### src/hw/rtl/lrp_pkg.sv
// ----------------------------------------------------------------------------
// LFSR range permutation package
// Register indexes, tap table, degree and mask helpers, result struct.
// ----------------------------------------------------------------------------
package lrp_pkg;

   localparam int CountW = 31;
   localparam int ByteW  = 8;
   localparam int TapW   = 30;
   localparam int DegW   = 5;
   localparam int CsrIdxW = 2;

   typedef enum logic [CsrIdxW-1:0] {
      CSR_LOWER_BOUND = 2'd0,
      CSR_UPPER_BOUND = 2'd1,
      CSR_FILL_COUNT  = 2'd2
   } csr_index_type;

   // Galois tap words by degree; degree d has its top tap at bit d-1
   localparam logic [TapW-1:0] TAP_WORDS [0:(1<<DegW)-1] = '{
      30'h0000_0000, 30'h0000_0001, 30'h0000_0003, 30'h0000_0006,
      30'h0000_000C, 30'h0000_0014, 30'h0000_0030, 30'h0000_0060,
      30'h0000_00B8, 30'h0000_0110, 30'h0000_0240, 30'h0000_0500,
      30'h0000_0CA0, 30'h0000_1B00, 30'h0000_3500, 30'h0000_6000,
      30'h0000_B400, 30'h0001_2000, 30'h0003_9000, 30'h0007_2000,
      30'h0009_0000, 30'h0014_0000, 30'h0030_0000, 30'h0042_0000,
      30'h00D8_0000, 30'h0120_0000, 30'h0388_0000, 30'h0720_0000,
      30'h0900_0000, 30'h1400_0000, 30'h3280_0000, 30'h0000_0000
   };

   typedef struct packed {
      logic             emit;
      logic [ByteW-1:0] value;
      logic             last;
   } lrp_result_type;

   // ceil(log2(count)), 0 for a count of 0 or 1, up to 31
   function automatic logic [DegW-1:0] degree_for(logic [CountW-1:0] count);
      logic [DegW-1:0] deg;
      deg = '0;
      for (int i = 0; i < CountW; i++) begin
         if ({1'b0, count} > (32'd1 << i)) begin
            deg = DegW'(i + 1);
         end
      end
      return deg;
   endfunction

   // smallest all-ones word covering span
   function automatic logic [ByteW-1:0] range_mask(logic [ByteW-1:0] span);
      logic [ByteW-1:0] m;
      m = span;
      m = m | (m >> 1);
      m = m | (m >> 2);
      m = m | (m >> 4);
      return m;
   endfunction

endpackage

### src/hw/rtl/lrp_step.sv
// ----------------------------------------------------------------------------
// LFSR range permutation step
// One tick: optional reload, bound test, emit, Galois shift.
// ----------------------------------------------------------------------------
module lrp_step
   import lrp_pkg::*;
#(
   parameter int LFSR_W = 30
) (
   input  logic              restart,
   input  logic [LFSR_W-1:0] reload_taps,
   input  logic [CountW-1:0] fill_count,
   input  logic [ByteW-1:0]  lower_bound,
   input  logic [ByteW-1:0]  upper_bound,
   input  logic [LFSR_W-1:0] taps_cur,
   input  logic [LFSR_W-1:0] shift_cur,
   input  logic              prior_cur,
   input  logic [CountW-1:0] remaining_cur,
   output logic [LFSR_W-1:0] taps_next,
   output logic [LFSR_W-1:0] shift_next,
   output logic              prior_next,
   output logic [CountW-1:0] remaining_next,
   output lrp_result_type    result
);

   logic [LFSR_W-1:0] taps_eff;
   logic [LFSR_W-1:0] shift_eff;
   logic              prior_eff;
   logic [CountW-1:0] remaining_eff;
   logic              active;
   logic [ByteW-1:0]  mask;
   logic [ByteW-1:0]  offset;
   logic [ByteW:0]    sum;
   logic [LFSR_W-1:0] shifted;

   always_comb begin
      // restart reloads before this tick's step
      taps_eff      = restart ? reload_taps : taps_cur;
      shift_eff     = restart ? reload_taps : shift_cur;
      prior_eff     = restart ? 1'b0 : prior_cur;
      remaining_eff = restart ? fill_count : remaining_cur;

      active = (remaining_eff != '0);
      mask   = range_mask(upper_bound - lower_bound);
      offset = ByteW'(shift_eff) & mask;
      sum    = {1'b0, lower_bound} + {1'b0, offset};

      result.emit  = active && (sum <= {1'b0, upper_bound});
      result.value = sum[ByteW-1:0];
      result.last  = (remaining_eff == CountW'(1));

      shifted = (shift_eff >> 1) ^ (prior_eff ? taps_eff : '0);

      taps_next      = taps_eff;
      shift_next     = active ? shifted : shift_eff;
      prior_next     = active ? shifted[0] : prior_eff;
      remaining_next = result.emit ? remaining_eff - CountW'(1) : remaining_eff;
   end

endmodule

### src/hw/rtl/lfsr_range_permutation_core.sv
// ----------------------------------------------------------------------------
// LFSR range permutation core
// Pseudo-random, non-repeating byte sequence inside a configured range.
// ----------------------------------------------------------------------------
// Each accepted item is one tick of a right-shifting Galois LFSR. An item with
// req_restart set first reloads the LFSR with the tap word for degree
// ceil(log2(fill_count)) (clamped to MAX_DEGREE) as both polynomial and seed,
// and loads fill_count as the number of values still to emit. On every tick
// while values remain, lower_bound plus the low LFSR bits (masked to cover the
// range) is emitted if it does not exceed upper_bound; otherwise the tick
// produces no item. rsp_last marks the final value of a run. The block takes
// one item per cycle: the whole step (mask, add, compare, shift) sits between
// the LFSR state registers and the result register, and a new item is taken
// whenever the result register is empty or is being drained in the same cycle.
// The degree lookup runs when fill_count is written, not in the item path.
// Configuration writes belong in idle time, between runs.
// ----------------------------------------------------------------------------
module lfsr_range_permutation_core
   import lrp_pkg::*;
#(
   parameter int MAX_DEGREE = 30
) (
   input  logic                clock,
   input  logic                reset,
   // item input
   input  logic                req_valid,
   output logic                req_stall,
   input  logic                req_restart,
   // result output
   output logic                rsp_valid,
   input  logic                rsp_stall,
   output logic [ByteW-1:0]    rsp_value,
   output logic                rsp_last,
   // register writes
   input  logic                csr_we,
   input  logic [CsrIdxW-1:0]  csr_index,
   input  logic [CountW-1:0]   csr_wdata
);

   // LFSR width: degree d keeps its state in bits d-1..0
   localparam int LFSR_W = MAX_DEGREE;
   localparam int ResetDegree = (8 > MAX_DEGREE) ? MAX_DEGREE : 8;

   // configuration
   logic [ByteW-1:0]  lower_bound_ff;
   logic [ByteW-1:0]  upper_bound_ff;
   logic [CountW-1:0] fill_count_ff;
   logic [LFSR_W-1:0] reload_taps_ff;

   // generator state
   logic [LFSR_W-1:0] taps_ff, taps_in;
   logic [LFSR_W-1:0] shift_ff, shift_in;
   logic              prior_ff, prior_in;
   logic [CountW-1:0] remaining_ff, remaining_in;

   // result register
   logic              rsp_valid_ff, rsp_valid_in;
   logic [ByteW-1:0]  rsp_value_ff;
   logic              rsp_last_ff;

   logic              req_take;
   logic              rsp_take;
   logic [DegW-1:0]   wr_degree_raw;
   logic [DegW-1:0]   wr_degree;
   lrp_result_type    step_result;

   // --- register writes ----------------------------------------------------
   // degree and tap word are resolved here so the item path only muxes them
   assign wr_degree_raw = degree_for(csr_wdata);
   assign wr_degree     = (wr_degree_raw > DegW'(MAX_DEGREE)) ? DegW'(MAX_DEGREE)
                                                              : wr_degree_raw;

   always_ff @(posedge clock) begin
      if (reset) begin
         lower_bound_ff <= '0;
         upper_bound_ff <= '1;
         fill_count_ff  <= CountW'(256);
         reload_taps_ff <= LFSR_W'(TAP_WORDS[ResetDegree]);
      end else if (csr_we) begin
         case (csr_index)
            CSR_LOWER_BOUND: begin
               lower_bound_ff <= csr_wdata[ByteW-1:0];
            end
            CSR_UPPER_BOUND: begin
               upper_bound_ff <= csr_wdata[ByteW-1:0];
            end
            CSR_FILL_COUNT: begin
               fill_count_ff  <= csr_wdata;
               reload_taps_ff <= LFSR_W'(TAP_WORDS[wr_degree]);
            end
            default: begin
               // unmapped index: write ignored
            end
         endcase
      end
   end

   // --- handshake ----------------------------------------------------------
   // stall only while a finished result waits and the consumer holds it
   assign rsp_take  = rsp_valid_ff && !rsp_stall;
   assign req_stall = rsp_valid_ff && rsp_stall;
   assign req_take  = req_valid && !req_stall;

   // --- one tick -----------------------------------------------------------
   lrp_step #(
      .LFSR_W (LFSR_W)
   ) u_step (
      .restart        (req_restart),
      .reload_taps    (reload_taps_ff),
      .fill_count     (fill_count_ff),
      .lower_bound    (lower_bound_ff),
      .upper_bound    (upper_bound_ff),
      .taps_cur       (taps_ff),
      .shift_cur      (shift_ff),
      .prior_cur      (prior_ff),
      .remaining_cur  (remaining_ff),
      .taps_next      (taps_in),
      .shift_next     (shift_in),
      .prior_next     (prior_in),
      .remaining_next (remaining_in),
      .result         (step_result)
   );

   always_ff @(posedge clock) begin
      if (reset) begin
         taps_ff      <= '0;
         shift_ff     <= '0;
         prior_ff     <= 1'b0;
         remaining_ff <= '0;
      end else if (req_take) begin
         taps_ff      <= taps_in;
         shift_ff     <= shift_in;
         prior_ff     <= prior_in;
         remaining_ff <= remaining_in;
      end
   end

   // --- result register ----------------------------------------------------
   // a tick that emits nothing simply leaves the register empty
   always_comb begin
      rsp_valid_in = rsp_valid_ff;
      if (req_take) begin
         rsp_valid_in = step_result.emit;
      end else if (rsp_take) begin
         rsp_valid_in = 1'b0;
      end
   end

   always_ff @(posedge clock) begin
      if (reset) begin
         rsp_valid_ff <= 1'b0;
      end else begin
         rsp_valid_ff <= rsp_valid_in;
      end
   end

   always_ff @(posedge clock) begin
      if (req_take && step_result.emit) begin
         rsp_value_ff <= step_result.value;
         rsp_last_ff  <= step_result.last;
      end
   end

   assign rsp_valid = rsp_valid_ff;
   assign rsp_value = rsp_value_ff;
   assign rsp_last  = rsp_last_ff;

endmodule

### config.mk
export PLATFORM = sky130hd
export DESIGN_NAME = lfsr_range_permutation_core
export DESIGN_NICKNAME = d
export VERILOG_FILES = /design/src/hw/rtl/lrp_pkg.sv /design/src/hw/rtl/lrp_step.sv /design/src/hw/rtl/lfsr_range_permutation_core.sv
export SDC_FILE = /design/constraint.sdc
export NUM_CORES = 1
export LEC_CHECK = 0
export ABC_AREA = 1
export BUFFER_PORTS_ARGS = -buffer_cell sky130_fd_sc_hd__clkbuf_2
export CAP_MARGIN = 20
export CORE_MARGIN = 4
export CORE_UTILIZATION = 55
export CTS_CLUSTER_DIAMETER = 30
export DETAILED_ROUTE_END_ITERATION = 10
export GPL_TIMING_DRIVEN = 0
export PLACE_DENSITY_LB_ADDON = 0.05
export SETUP_SLACK_MARGIN = 0.05
export SLEW_MARGIN = 20
export SYNTH_ARGS = -nofsm -noshare
export SYNTH_HDL_FRONTEND = slang
export SYNTH_SLANG_ARGS = --single-unit
### constraint.sdc
create_clock -name clock -period 10.82 [get_ports clock]
set_input_delay 2.164 -clock clock [delete_from_list [all_inputs] [get_ports clock]]
set_output_delay 2.164 -clock clock [all_outputs]
set_load 0.02 [all_outputs]
==> qor.yml <==
clock_insertion_delay_worst_skew_ns: 0.44
critPathRequiredTime_ns: 11.16
antenna_violations_before_repair: 0
cts_tree: "yes"
cts.sinks: 179
cts_hold_buf: 0
holdCritStartpoint: "reload_taps_ff[11]$_SDFFE_PP0P_"
synth_top_cells_by_area: "sky130_fd_sc_hd__dfxtp_1, sky130_fd_sc_hd__nand2_1, sky130_fd_sc_hd__a21oi_1"
post_synth_and_or_nand_nor_area_fraction: 0.2477
muxShareOfSynthArea: 0.01288
grt_usage: 0.3086
status: "complete, no violations"
fp.coreArea_sq_um: 19460
synth_enable_flop_cells: 9
yosysSeqAreaShare: 0.3377
slowest_delay_ns: 0.45
tritoncts.num_buffers: 17
dominant_synthesized_flop_cell: "sky130_fd_sc_hd__dfxtp_1"
gp_congestion: 0.9530
worstHoldPathType: "flip-flop to flip-flop"
ctsLongestPathBuffers: 2
grt-ovfl-total: 0
vdd_ir_drop_max_uv: 115.1
crit-reg2reg-launch: "lower_bound_ff[2]$_SDFFE_PP0P_"
setup.worst_path.end_class: "flip-flop"
detailed_place_hpwl_mm: 26.22
chipWidth_um: 148.6
cts-htree-levels: 4
power-per-cell-area_nw_per_um2: 133.3
die_h_um: 148.6
timing_hold_violations_final: 0
synth_seq_cells: 179
asyncSetResetFlopFracSynth: 0
critical_path_class: "primary input to flip-flop"
avgRoutedWirePerCell_um: 17.18
drt_pass1_iterations: 6
critPathArrivalTime_ns: 7.86
postLayoutSetupSlackWorst_ns: 3.299
critical_path.slowest_cell: "sky130_fd_sc_hd__clkbuf_1"
start_util: 0.5590
root_buffer: "sky130_fd_sc_hd__clkbuf_16"
timing.reg2reg.setup_slack_ns: 3.74
r2r.worst_path.cells: 43
combinational_family_with_the_most_area_after_synthesis: "simple AND/OR/NAND/NOR gates"
post_drt_via_cell_ratio: 5.660
setup_viol: 0
drcViolationCount: 0
drt.antenna.violating_nets: 0
layoutNonFillerInstCount: 1952
num-fill-cells: 1912
tns_ns: 0
p_leak_uw: 0.005456
grt_first_pass_wirelength_mm: 54.16
relative_slew_slack: 0.3415
fmax_mhz: 133.0
clk_pin_slew_ns: 0.08
netlist_area_sq_um: 10880
area.growth.synth_to_final_pct: 10.72
drt-total-wl_mm: 33.53
post_route_cells_drive_above_1_share: 0.09544
yosys.cell_count.top_type: "sky130_fd_sc_hd__nand2_1"
synth_largest_area_cell: "sky130_fd_sc_hd__dfxtp_1"
worst_case_hold_slack_ns: 0.4667
crit-reg2reg-capture: "remaining_ff[29]$_SDFFE_PP0P_"
antenna-diode-count: 0
worst_hold_path.num_cells: 2
synth_top_area_share: 0.3128
postCtsResizedCells: 0
period_share: 0.6951
grt_setup_unrepaired: "no"
synth.distinct_cells: 46
endpoint_of_the_worst_hold_timing_path: "reload_taps_ff[11]$_SDFFE_PP0P_"
placement_rows: 51
final_max_slew_viol_count: 0
port_buffers: 48
synthesized_instance_count: 1607
die_area_sq_um: 22090
number_of_warnings_reported_in_the_yosys_synthesis_log: 0
compound_gate_portion_of_the_synthesized_area: 0.2116
maxCapViolations: 0
synthXorXnorAreaFrac: 0.05394
finish.net_count: 1747
total_power_uw: 1606
post_cts_buffers: 0
timing.clock.skew_ns: 0.01463
synthTopCellsByCount: "sky130_fd_sc_hd__nand2_1, sky130_fd_sc_hd__inv_1, sky130_fd_sc_hd__a21oi_1, sky130_fd_sc_hd__nor2_1, sky130_fd_sc_hd__dfxtp_1"
cells_after_dpl: 1920
io_pins: 50
synthesis.area_per_instance_sq_um: 6.770
grt_start_max_net_pins: 20
fin_crit_ns: 7.521
critPathLaunchType: "primary input"
detail_route.iter0.violations: 865
worst-path-max-fanout: 10
vias: 11050
first_global_vias: 10220
pre_cts_ws_ns: 2.866
synth-adder-area-share: 0.04048
worst_pin_slew_ns: 0.9842
synth_net_count: 1680
worst max-delay path, delay by kind of cell:
kind / cells / cell delay, ns
xor gates and xnor gates: 2 / 0.33
adders and majority gates: 3 / 0.67
buffers and inverters: 9 / 1.61
and+or+nand+nor: 11 / 1.52
AOI/OAI and AO/OA: 9 / 1.55
final cells by class:
| type | count | area [sq um] | area share |
|---|---|---|---|
| tap | 265 | 331.6 | 0.02753 |
| timing repair buffer | 48 | 240.2 | 0.01994 |
| clock buffer | 17 | 425.4 | 0.03532 |
| multi-input combinational | 1155 | 6170 | 0.5122 |
| buffer | 75 | 295.3 | 0.02451 |
| clock inverter | 15 | 163.9 | 0.01361 |
| sequential | 179 | 3674 | 0.3050 |
| inverter | 198 | 745.7 | 0.06191 |
report_power, final:
group | leakage, uW | internal (uW) | switching, uW
Clock | 0.000291 | 311 | 311
Combinational | 0.00369 | 82.6 | 185
Sequential | 0.00148 | 699 | 17.2
Total | 0.00546 | 1090 | 513
per-layer routing:
metal	track usage	vias to the layer above	wire [um]
met4	0.09561	0	913
li1	-	5418	-
met2	0.4778	415	14820
met3	0.05332	64	2583
met5	0	-	0
met1	0.4404	5152	15220
logic make-up (layout without fill, tap and decap cells):
family                     Yosys count  count (layout)
and+or+nand+nor                    622             622
AOI/OAI and AO/OA                  418             418
buffers and inverters              273             353
DFF                                179             179
xor gates and xnor gates            67              67
adders and majority gates           34              34
muxes                               14              14
placed cells by master (no fill, tap or decap), types with 6 or more instances in the layout:
master	Yosys	final
sky130_fd_sc_hd__nor2_1	171	171
sky130_fd_sc_hd__clkbuf_1	63	63
sky130_fd_sc_hd__o21ai_0	162	162
sky130_fd_sc_hd__nor2_2	9	9
sky130_fd_sc_hd__nor3_1	20	19
sky130_fd_sc_hd__xor2_1	48	48
sky130_fd_sc_hd__mux2i_1	14	14
sky130_fd_sc_hd__edfxtp_1	9	9
sky130_fd_sc_hd__nand2_2	11	11
sky130_fd_sc_hd__nor2_4	7	7
sky130_fd_sc_hd__clkbuf_2	0	48
sky130_fd_sc_hd__xnor2_1	19	19
sky130_fd_sc_hd__nor4_1	7	7
sky130_fd_sc_hd__or2_2	20	20
sky130_fd_sc_hd__clkbuf_16	0	17
sky130_fd_sc_hd__a21oi_1	179	179
sky130_fd_sc_hd__nand2_1	296	296
sky130_fd_sc_hd__ha_1	32	32
sky130_fd_sc_hd__nand3_1	54	54
sky130_fd_sc_hd__a31oi_1	6	6
sky130_fd_sc_hd__nand4_1	18	18
sky130_fd_sc_hd__o211ai_1	25	25
sky130_fd_sc_hd__a21boi_0	15	15
sky130_fd_sc_hd__inv_2	15	15
sky130_fd_sc_hd__inv_1	182	182
sky130_fd_sc_hd__dfxtp_1	170	170
sequential cells by signal, summed over array words and instances (netlist names):
signal / cells
fill_count_ff: 31
prior_ff: 1
rsp_last: 1
lower_bound_ff: 8
shift_ff: 30
reload_taps_ff: 30
rsp_valid: 1
remaining_ff: 31
upper_bound_ff: 8
rsp_value: 8
taps_ff: 30
worst max-delay path by stage:
stage	startpoint	endpoint	slack, ns	depth (start not counted)
2_1_floorplan	req_restart	remaining_ff[27]$_SDFFE_PP0P_	4.16	34
3_3_place_gp	req_restart	remaining_ff[30]$_SDFFE_PP0P_	2.95	30
3_5_place_dp	req_restart	remaining_ff[29]$_SDFFE_PP0P_	2.87	34
4_1_cts	req_restart	remaining_ff[29]$_SDFFE_PP0P_	3.33	34
5_1_grt	req_restart	remaining_ff[25]$_SDFFE_PP0P_	2.68	34
6_report	req_restart	remaining_ff[29]$_SDFFE_PP0P_	3.30	34
stage by stage:
step                      cell area (sq um)  utilization
after floorplan                       10880            -
after global placement                11450       0.5884
after detailed placement              11460       0.5886
after CTS                             12050       0.6189
after global routing                  12050       0.6189
final                                 12050       0.6189
Power figures use the tool's default switching activity.
